<file path="src/sv/bsa_mul.sv">
// registered 24x24 unsigned multiplier shared by all squaring steps
module bsa_mul (
	input  logic        clk,
	input  logic [23:0] a,
	input  logic [23:0] b,
	output logic [47:0] p
);

	logic [47:0] p_q;

	// product register
	always_ff @(posedge clk) begin
		p_q <= 48'(a) * 48'(b);
	end

	assign p = p_q;

endmodule

</file>
<file path="config.mk">
export PLATFORM = sky130hd
export DESIGN_NAME = bsa_mul
export DESIGN_NICKNAME = d
export VERILOG_FILES = /design/src/sv/bsa_mul.sv
export SDC_FILE = /design/constraint.sdc
export NUM_CORES = 1
export LEC_CHECK = 0
export CAP_MARGIN = 10
export CORE_UTILIZATION = 53
export DETAILED_ROUTE_END_ITERATION = 8
export DONT_BUFFER_PORTS = 1
export HOLD_SLACK_MARGIN = 0.06
export PLACE_DENSITY = 0.69
export SYNTH_ARGS = -nofsm -noshare
export SYNTH_HDL_FRONTEND = slang
export SYNTH_SLANG_ARGS = --single-unit
</file>
<file path="constraint.sdc">
create_clock -name clk -period 9.3 [get_ports clk]
set_clock_uncertainty 0.2 [all_clocks]
set_input_delay 0.93 -clock clk [delete_from_list [all_inputs] [get_ports clk]]
set_output_delay 0.93 -clock clk [all_outputs]
set_load 0.02 [all_outputs]
</file>
### Word-level counts from Yosys, hierarchy flattened

Index checks and enable logic that the tools add are counted.

| storage, ports and cells | value |
|---|---|
| flip-flop bits (word level) | 48 |
| logic and storage cells | 2 |
| output and inout port bits | 48 |

| cells by class | value |
|---|---|
| multipliers | 1 |

Operators with widths:

| kind | number |
|---|---|
| $mul 24x24->48 | 1 |

### Longest topological paths before layout

| depth | value |
|---|---|
| word-level depth | 1 |
| mapped depth | 26 |

### Least setup slack after synthesis

Ideal clock, no wire load.

| timing path | value |
|---|---|
| path kind | input-to-reg |
| start | input b[3] |
| end | register p_q[44] (netlist: p[44]) |
| path slack | 2162 ps |
| data required time | 9036 ps |
| buffers on the path | 1 |
| setup time | 64 ps |
| arrival | 6874 ps |
| cell stages on the path | 25 |
| cell sequence | clkbuf_1 -> nand2_1 -> fa_1 -> inv_1 -> fa_1 -> inv_1 -> fa_1 -> inv_1 -> fa_1 -> inv_1 -> fa_1 -> inv_1 -> fa_1 -> inv_1 -> fa_1 -> inv_1 -> ha_1 -> a21oi_1 -> nand2_1 -> nor3_1 -> a2111oi_4 -> o21ai_1 -> a21oi_1 -> or3_1 -> nand4_1 |

| between the ends | value |
|---|---|
| cells in the longest elaborated chain, start to end | 1 |

Ends and longest elaborated chain:

| what | RTL line | source |
|---|---|---|
| start, declared | 5 | `input logic [23:0] b,` |
| $mul 24x24->48 | 13 | `p_q <= 48'(a) * 48'(b);` |
| end signal, assigned | 13 |  |
| end, declared | 9 | `logic [47:0] p_q;` |

Every way passes these cells.

### Worst setup path in the final report

| timing path | value |
|---|---|
| start | input b[0] |
| end | register p_q[41] (netlist: p[41]) |

The elaborated chain is that of the path after synthesis.

==> metrics <==
status completed; Vias/cell 5.354; largest net degree at the start of global routing 25; Max Buffers Root-to-Sink 2; Total GRT Usage 0.2880; number of I/O port buffers 0; Slowest cell on crit path nor4_1; Post-CTS Resized 0; Hold Buf Count CTS 0; Min-Delay Path Class input pin to flip-flop; Rows 70; grt total ovfl 0; DRT Pass-1 Iters 5; asr flop ratio synth 0; drt wl/cell 19.22 microns; DP Area 0.02028 sq mm; die area 0.03862 sq mm; RSZ-0062 raised after global routing no; number of global-route vias before repair 15780; Clk pin slew, worst setup/hold paths 0.06 ns; H-tree levels 2; Yosys warning count 0; die height 196.5 microns; period utilization 0.7949; top post-synthesis cells by area fa_1 48%, ha_1 11%, inv_1 10%; clk sinks 48; crit-path cells and2_1, fa_1, fa_1, inv_1, fa_1, fa_1, inv_1, fa_1, fa_1, inv_1, fa_1, inv_1, ha_1, a21oi_1, o21a_1, o22ai_1, or3_1, nor4_1, nor4_2, nor3_1, xnor2_1; io pins 97; Slew @ Worst Pin 0.7916 ns; Remaining DRCs 0; max-cap violations 0; Cells after Synth 2238; initial antenna violation count 0; Relative slew margins 0.4674; placed wire-length estimate 40130 microns; worst endpoint data arrival time 7.45 ns; #FFs+latches synth 48; Final Critical Period 7.392 ns; max reg flops 48; Post-Layout Cell Count 2645; Seq/Total Area, Yosys 0.04791; Starting Density 0.5426; commonest cells after routing, fill and taps aside 559 x inv_1, 482 x fa_1, 307 x nand2_1; most common cell after layout, fill and taps aside inv_1; area grow syn2layout 2.021%; Worst Path Max Fanout 24; Final #Nets 2845; Post-Syn Nets 2943; die width 196.5 microns; Crit. End Element flip-flop; hold slack 0.5369 ns; Startpoint Class input pin; Via Count 14160; DRT antenna net count 0; Final Max Tran Viols 0; most used cell, CP fa_1; CTS root buffer clkbuf_16; # diodes 0; worst path required time 9.36 ns; Synth area leader fa_1; TritonCTS clock tree built; core area 0.03696 sq mm; number of CTS-inserted buffers 5; Setup TNS 0 ns; area occupied by multi-input gates 0.01659 sq mm; ys flop type dfxtp_1; Avg Cell Area, Syn 8.961 sq um; share of layout cells above drive strength 1 0.01028; DRT Wirelength 50830 microns; Syn Std Cell Area 0.02006 sq mm; Filler cells 3365; routability cong. 0.8971; final instance area 0.02046 sq mm; Yosys top cell area share 0.4811; CP peak stage delay 0.61 ns; first-pass GRT wire length 85060 microns; Fin. Hold Viols 0; register area 960.9 sq um; number of DRC markers in iteration 0 904; Post-synth EDFFs 0; Yosys cell types 51; Peak Freq 135.3 MHz; Final setup viols 0; critical path type input pin to flip-flop; Setup Buffers After CTS 0; placed insts 2637
==> cells by family (layout without fill, tap and decap cells) <==
| family | count (synthesis) | in the layout | share of synthesized area |
|---|---|---|---|
| adder cells (fa/ha/maj) | 656 | 656 | 0.5897 |
| buffers and inverters | 664 | 567 | 0.1247 |
| AO/OA/AOI/OAI | 131 | 131 | 0.04317 |
| flip-flops | 48 | 48 | 0.04791 |
| XOR/XNOR | 43 | 43 | 0.01878 |
| AND/OR/NAND/NOR | 696 | 696 | 0.1757 |
==> final cells by class <==
cell class	count	area share
Multi-Input combinational cell	1526	0.8110
Sequential cell	48	0.04696
Clock buffer	6	0.006788
Clock inverter	2	0.001896
Inverter	559	0.1025
Tap cell	504	0.03082
==> stage by stage <==
stage / utilization / setup slack (ns)
3_3_place_gp: 0.5488 / 1.803
2_1_floorplan: - / 2.162
3_5_place_dp: 0.5488 / 1.644
4_1_cts: 0.5536 / 1.974
6_report: 0.5536 / 1.908
5_1_grt: 0.5536 / 1.702
==> cells in the mapped netlist (7+ instances only) <==
master,instances
nand4_1,13
nor3_1,10
a21o_1,16
buf_2,7
xnor2_1,30
nor2_1,21
nand2_1,307
clkbuf_1,98
dfxtp_1,48
a211oi_1,7
nand3_1,14
inv_1,559
o21bai_1,8
and2_1,304
xor2_1,13
a21oi_1,48
fa_1,482
ha_1,174
o21ai_0,15
==> critical path, delay by kind of cell <==
kind / cells / cell delay (ns)
AOI/OAI and AO/OA: 3 / 0.51
xor gates and xnor gates: 1 / 0.15
adders and majority gates: 8 / 4.07
buffers and inverters: 4 / 0.24
and+or+nand+nor: 5 / 1.55
==> final timing paths <==
check	startpoint	to	slack [ns]	depth (start not counted)
worst min-delay path	a[0]	p[0]$_DFF_P_	0.54	1
worst max-delay path	b[0]	p[41]$_DFF_P_	1.91	21
==> per-layer routing <==
| layer | global-route usage | share of wire | up-vias |
|---|---|---|---|
| li1 | - | - | 6281 |
| met1 | 0.4187 | 0.44 | 7272 |
| met2 | 0.4360 | 0.45 | 551 |
| met3 | 0.06691 | 0.093 | 58 |
| met4 | 0.07031 | 0.020 | 0 |
| met5 | 0 | 0 | - |
Power is not shown: default switching activity piles up to over one toggle a cycle in this logic, so the estimate is an artifact.
