===== src/sv/bsa_pkg.sv =====
// shared types, opcodes and constants of the baseline stack accumulator
package bsa_pkg;

	// input opcodes
	localparam logic [1:0] OP_FLAG = 2'd0;
	localparam logic [1:0] OP_ACC  = 2'd1;
	localparam logic [1:0] OP_READ = 2'd2;

	// divider step counts
	localparam logic [6:0] DIV_STEPS_IW   = 7'd33;
	localparam logic [6:0] DIV_STEPS_FULL = 7'd64;

	// saturation limits
	localparam logic [63:0] MEAN_MAX = 64'd549755813887;
	localparam logic [63:0] MEAN_NEG = 64'd549755813888;
	localparam logic [63:0] MASK48   = 64'hFFFF_FFFF_FFFF;

	// one stack entry as stored in memory
	typedef struct packed {
		logic [15:0] cnt;
		logic [47:0] siw;
		logic [63:0] v2;
		logic [47:0] si;
		logic [47:0] sr;
	} entry_t;

	// divider request and response
	typedef struct packed {
		logic        start;
		logic [6:0]  steps;
		logic [63:0] hi;
		logic [63:0] lo;
		logic [63:0] den;
	} div_req_t;

	typedef struct packed {
		logic        busy;
		logic        done;
		logic [63:0] quo;
	} div_rsp_t;

	// rounded quotient magnitude to signed 40-bit mean with saturation
	function automatic logic [39:0] q_mean(input logic [63:0] q, input logic neg);
		logic [63:0] qs;
		begin
			if (neg) begin
				qs = (q > MEAN_NEG) ? MEAN_NEG : q;
				q_mean = 40'(~qs[39:0] + 40'd1);
			end else begin
				qs = (q > MEAN_MAX) ? MEAN_MAX : q;
				q_mean = qs[39:0];
			end
		end
	endfunction

endpackage


===== src/sv/bsa_div.sv =====
// restoring divider, one quotient bit per cycle, 128-bit dividend, saturating quotient
module bsa_div (
	input  logic               clk,
	input  logic               arst_n,
	input  bsa_pkg::div_req_t  req,
	output bsa_pkg::div_rsp_t  rsp
);

	logic        busy_q;
	logic        done_q;
	logic [6:0]  cnt_q;
	logic [63:0] r_q;
	logic [63:0] q_q;
	logic [63:0] lo_q;
	logic [63:0] d_q;

	logic        carry;
	logic [63:0] rs;
	logic        ge;
	logic [63:0] rn;
	logic        quick;

	// one shift-compare-subtract step
	assign carry = r_q[63];
	assign rs    = {r_q[62:0], lo_q[63]};
	assign ge    = carry || (rs >= d_q);
	assign rn    = ge ? (rs - d_q) : rs;

	// zero divisor or quotient overflow finish at once
	assign quick = (req.den == 64'd0) || (req.hi >= req.den);

	// control
	always_ff @(posedge clk or negedge arst_n) begin
		if (!arst_n) begin
			busy_q <= 1'b0;
			done_q <= 1'b0;
			cnt_q  <= '0;
		end else begin
			done_q <= 1'b0;
			if (req.start) begin
				if (quick) begin
					busy_q <= 1'b0;
					done_q <= 1'b1;
				end else begin
					busy_q <= 1'b1;
					cnt_q  <= req.steps;
				end
			end else if (busy_q) begin
				cnt_q <= cnt_q - 7'd1;
				if (cnt_q == 7'd1) begin
					busy_q <= 1'b0;
					done_q <= 1'b1;
				end
			end
		end
	end

	// datapath
	always_ff @(posedge clk) begin
		if (req.start) begin
			r_q  <= req.hi;
			lo_q <= req.lo;
			d_q  <= req.den;
			if (req.den == 64'd0) begin
				q_q <= '0;
			end else if (req.hi >= req.den) begin
				q_q <= '1;
			end else begin
				q_q <= '0;
			end
		end else if (busy_q) begin
			r_q  <= rn;
			lo_q <= {lo_q[62:0], 1'b0};
			q_q  <= {q_q[62:0], ge};
		end
	end

	assign rsp.busy = busy_q;
	assign rsp.done = done_q;
	assign rsp.quo  = q_q;

endmodule


===== config.mk =====
export PLATFORM = sky130hd
export DESIGN_NAME = bsa_div
export DESIGN_NICKNAME = d
export VERILOG_FILES = /design/src/sv/bsa_pkg.sv /design/src/sv/bsa_div.sv
export SDC_FILE = /design/constraint.sdc
export NUM_CORES = 1
export LEC_CHECK = 0
export BUFFER_PORTS_ARGS = -buffer_cell sky130_fd_sc_hd__buf_2
export CAP_MARGIN = 5
export CORE_MARGIN = 2
export CORE_UTILIZATION = 45
export DETAILED_ROUTE_END_ITERATION = 16
export PLACE_DENSITY = 0.65
export SLEW_MARGIN = 20
export SYNTH_ARGS = -nofsm -noshare
export SYNTH_HDL_FRONTEND = slang
export SYNTH_SLANG_ARGS = --single-unit

===== constraint.sdc =====
create_clock -name clk -period 7.7 [get_ports clk]
set_input_delay 1.54 -clock clk [delete_from_list [all_inputs] [get_ports clk]]
set_output_delay 1.54 -clock clk [all_outputs]
set_load 0.05 [all_outputs]

==> After elaboration in Yosys (flattened, before gate mapping) <==
Cells that the tools add are included.
{ "word_totals": {"reg_bits": 265, "in_bits": 202, "out_inout_bits": 66, "word_cells": 38} }
{ "op_classes": {"addsub": 2, "order_cmp": 2, "n_eq_ne": 2, "mux": 20, "n_reduce_logical": 5} }
{ "op_table": {"columns": ["operator", "n"], "rows": [
  ["2-to-1 mux 64 bit", 9],
  [">= comparator 64 bit", 2],
  ["logical NOT 64 bit", 1],
  ["subtractor 64 bit", 1],
  ["2-to-1 mux 7 bit", 3],
  ["2-to-1 mux 1 bit", 8],
  ["equality test 7 x 1 -> 1 bit, second input constant", 1],
  ["subtractor 7 x 1 -> 7 bit, second input constant", 1],
  ["logical OR 1 bit", 2],
  ["!= test 2 bit, second input constant", 1],
  ["AND reduction 2 bit", 1],
  ["nonzero test 2 bit", 1]
]} }

==> Logic depth before layout (Yosys ltp) <==
{ "logic_depth": {"word_depth": 5, "mapped_depth": 16} }

==> Worst setup path before layout <==
OpenSTA, ideal clock, no wires.
{ "synth_path": {"path_type": "input port to flip-flop", "start": "input req[199] (netlist bit)", "end": "register lo_q[0], enable pin", "setup_time_ns": 1.534, "arrival_ns": 5.555, "required_time_ns": 6.166, "setup_slack_ns": 0.611, "cell_stages": 5, "path_buffers": 3, "cell_sequence": "clkbuf_1 -> clkinv_1 -> clkbuf_1 -> clkbuf_1 -> nand2_1"} }
{ "synth_between": {"elab_chain_cells": 1} }
{ "synth_rtl": {"columns": ["item", "line_no", "rtl"], "rows": [
  ["start: declaration", "bsa_div.sv:5", "input bsa_pkg::div_req_t req,"],
  ["nonzero test 2 bit (no source line)", null, null],
  ["end signal: assignment", "bsa_div.sv:62", "lo_q <= req.lo;"],
  ["end signal: assignment", "bsa_div.sv:73", "lo_q <= {lo_q[62:0], 1'b0};"],
  ["end: declaration", "bsa_div.sv:14", "logic [63:0] lo_q;"]
]} }
Every way passes these cells.
A chain may end at the register's enable or synchronous reset.

==> Final worst setup path <==
{ "layout_path": {"start": "input req[13] (netlist bit)", "end": "register q_q[13], data pin"} }
{ "layout_between": {"elab_chain_cells": 4, "word_cells_on_any_way": 5, "classes_between": "order compare: 1; mux: 3; reduce/logical: 1"} }
{ "layout_rtl": {"columns": ["item", "line_no", "rtl"], "rows": [
  [">= comparator 64 bit", "bsa_div.sv:66", "end else if (req.hi >= req.den) begin"],
  ["2-to-1 mux 64 bit", "bsa_div.sv:66", null],
  ["2-to-1 mux 64 bit *", "bsa_div.sv:64", "if (req.den == 64'd0) begin"],
  ["2-to-1 mux 64 bit *", "bsa_div.sv:60", "if (req.start) begin"],
  ["end signal: assignment", "bsa_div.sv:74", "q_q <= {q_q[62:0], ge};"],
  ["end: declaration", "bsa_div.sv:13", "logic [63:0] q_q;"]
]} }
Every way passes the cells marked *; elsewhere a longest branch is shown, timed or not.

==> impl_metrics.env <==
export IMPL_status="finished clean"
export IMPL_hold_class="register to register"
export IMPL_cts_buffers=30
export IMPL_fmax_mhz=222
export IMPL_avgViaCountPerCell=5.59
export IMPL_root_buffer="clkbuf_16"
export IMPL_synth_sequential_area_ratio=0.469
export IMPL_setup_viol=0
export IMPL_finalMaxSlewViolations=0
export IMPL_irDropWorstVdd_mv=0.207
export IMPL_hold_violations=0
export IMPL_core_area_um2=36800
export IMPL_p_comb_frac=0.457
export IMPL_cp_end_kind="register"
export IMPL_p_int_mw=4.06
export IMPL_post_cts_buffers=0
export IMPL_initial_utilization=0.459
export IMPL_drtAntennaViolNets=0
export IMPL_switchingPower_mw=2.74
export IMPL_arrival_ns=4.79
export IMPL_critPathLaunch="req[13]"
export IMPL_grt_pass1_wl_um=72500
export IMPL_routed_via_count=13500
export IMPL_syn_nets=2018
export IMPL_drtPass1Iterations=6
export IMPL_h_tree_depth=1
export IMPL_ios=268
export IMPL_async_flop_share=0.0340
export IMPL_layout_nets=2241
export IMPL_crit_required_ns=7.99
export IMPL_reg2reg_depth=14
export IMPL_worstPathMaxFanout=64
export IMPL_rows=70
export IMPL_die_x_um=198
export IMPL_drive_above_1_share=0.209
export IMPL_cp_start_kind="primary input"
export IMPL_rsz0062_at_grt="no"
export IMPL_synth_edff_count=256
export IMPL_synth_top_area_share=0.455
export IMPL_cts_tree="done"
export IMPL_drc=0
export IMPL_ys_types=75
export IMPL_grt_total_usage=0.239
export IMPL_hold_buffers=0
export IMPL_maxCapViolCount=0
export IMPL_powerDensity_nw_per_um2=347
export IMPL_place_area_um2=18500
export IMPL_postSynthCellCount=1685
export IMPL_fin_setup_tns_ns=0
export IMPL_cts_clk_slew_worst_paths_ns=0.06
export IMPL_power_share_sequential=0.319
export IMPL_port_buffers=267
export IMPL_synth_top_area_cell="edfxtp_1"
export IMPL_synthTopCellsByCount="256 x edfxtp_1, 210 x inv_1, 149 x nand2_1"
export IMPL_r2r_end="r_q[42]"
export IMPL_area_growth_pct=16.0
export IMPL_p_leak_nw=8.84
export IMPL_finalCritPeriodShare=0.585
export IMPL_fin_crit_ns=4.51
export IMPL_wl_per_cell_um=19.5
export IMPL_critPathKind="primary input to register"
export IMPL_reg2reg_from="lo_q[63]"
export IMPL_worst_slew_pin_slew_ns=1.15
export IMPL_synth_warnings=0
export IMPL_clock_skew_final_ns=0.0398
export IMPL_fin_area_um2=19600
export IMPL_cp_endpoint="q_q[13]"
export IMPL_syn_area_per_cell_um2=10.0
export IMPL_r2r_slack_ns=3.37
export IMPL_cts_buffer_depth=3
export IMPL_synth_most_common_cell="edfxtp_1"
export IMPL_hpwl_um=35400
export IMPL_synth_area_um2=16900
export IMPL_maxSlewHeadroom=0.223
export IMPL_switching_share=0.403
export IMPL_synthFlopType="edfxtp_1"
export IMPL_cts_resized=0
export IMPL_wirelength_um=47000
export IMPL_grt_max_degree=192
export IMPL_ys_ff_latch=265
export IMPL_drt_first_iter_violations=916
export IMPL_synth_area_leaders="edfxtp_1 46%, ha_1 9.6%, inv_1 4.7%"
export IMPL_p_clk_frac=0.224
export IMPL_antenna_found_initial=23
export IMPL_gp_congestion=0.896
export IMPL_die_area_um2=39100
export IMPL_clock_latency_ns=0.60
export IMPL_clkSinkCount=265
export IMPL_die_h_um=198
export IMPL_grt_pass1_vias=13200
export IMPL_grt_overflow=0
[cells in the final DEF (no fill, tap or decap), types with 8 or more instances in the layout]
cell type / Yosys / layout
nand4_1: 33 / 33
ha_1: 130 / 130
clkbuf_16: 0 / 30
o21bai_1: 14 / 14
o21ai_0: 116 / 116
a2bb2oi_1: 12 / 12
xor2_1: 18 / 18
a31oi_1: 49 / 49
buf_2: 6 / 266
a21o_1: 67 / 67
nand2b_1: 10 / 10
or3_1: 8 / 8
nand3_1: 32 / 32
mux2_2: 65 / 65
dfrtp_1: 9 / 9
xnor2_1: 34 / 34
o21a_1: 15 / 15
a21oi_1: 96 / 96
inv_1: 210 / 210
nand2_1: 149 / 147
nor2_1: 100 / 100
diode_2: 0 / 9
nor4_1: 23 / 23
clkinv_2: 0 / 8
edfxtp_1: 256 / 256
and3_1: 20 / 20
nor3_1: 20 / 20
and4_1: 12 / 12
[worst min-delay path by stage]
stage	slack [ns]	start	cells past startpoint	end
final	0.54	lo_q[52]	1	lo_q[53]
after global routing	0.57	lo_q[9]	1	lo_q[10]
after CTS	0.55	lo_q[26]	1	lo_q[27]
after detailed placement	0.53	cnt_q[5]	1	cnt_q[5]
after global placement	0.52	cnt_q[5]	1	cnt_q[5]
after floorplan	0.49	cnt_q[5]	1	cnt_q[5]
[worst max-delay path, cell delays in order]
cell      delay (ns)
buf_2           0.10
inv_1           0.04
ha_1            0.31
a21o_1          0.19
a211oi_1        0.38
o2111a_1        0.30
o21ai_0         0.17
a311o_1         0.35
a211oi_1        0.29
or2_2           0.81
o21ai_0         0.26
[flip-flops by register name, indices dropped and copies added (netlist names)]
| register | flops |
|---|---|
| q_q | 64 |
| r_q | 64 |
| lo_q | 64 |
| done_q | 1 |
| d_q | 64 |
| cnt_q | 7 |
| busy_q | 1 |
[area by class of cell]
type | instances | area [um2]
antenna | 9 | 22.5
multi-input combinational | 1125 | 7810
clock buffer | 38 | 801
fill | 3354 | 17200
tap | 468 | 586
inverter | 211 | 793
timing repair buffer | 275 | 1420
clock inverter | 17 | 239
sequential | 265 | 7910
[per-stage QoR]
step	total power, mW	cells	worst slack, ns	util	hold WS [ns]
finish	6.80	2408	3.19	0.533	0.543
global route	7.26	2404	2.96	0.532	0.566
CTS	6.84	2399	3.16	0.532	0.549
detailed placement	5.29	2344	2.52	0.504	0.534
global placement	5.27	2344	2.73	0.504	0.517
floorplan	4.56	1685	0.611	-	0.487
[logic make-up after synthesis]
logic type | share of synthesized area
flops | 0.469
xor+xnor | 0.0270
simple gates | 0.125
mux | 0.0451
compound gates | 0.167
fa+ha+maj | 0.0975
buf+inv | 0.0692
[routing by layer]
layer,share of wire,vias up,global-route usage
met1,0.43,6378,0.306
met3,0.084,97,0.0775
li1,-,6592,-
met5,0.0038,-,0
met4,0.033,28,0.0757
met2,0.45,355,0.384
[power by group through the flow]
stage / registers (mW) / clock network (mW) / logic, mW
5_1_grt: 2.21 / 1.60 / 3.44
3_3_place_gp: 2.19 / 0 / 3.08
4_1_cts: 2.17 / 1.55 / 3.11
3_5_place_dp: 2.19 / 0 / 3.09
6_report: 2.17 / 1.52 / 3.11
2_1_floorplan: 2.36 / 0 / 2.19
(Power assumes the default switching activity.)
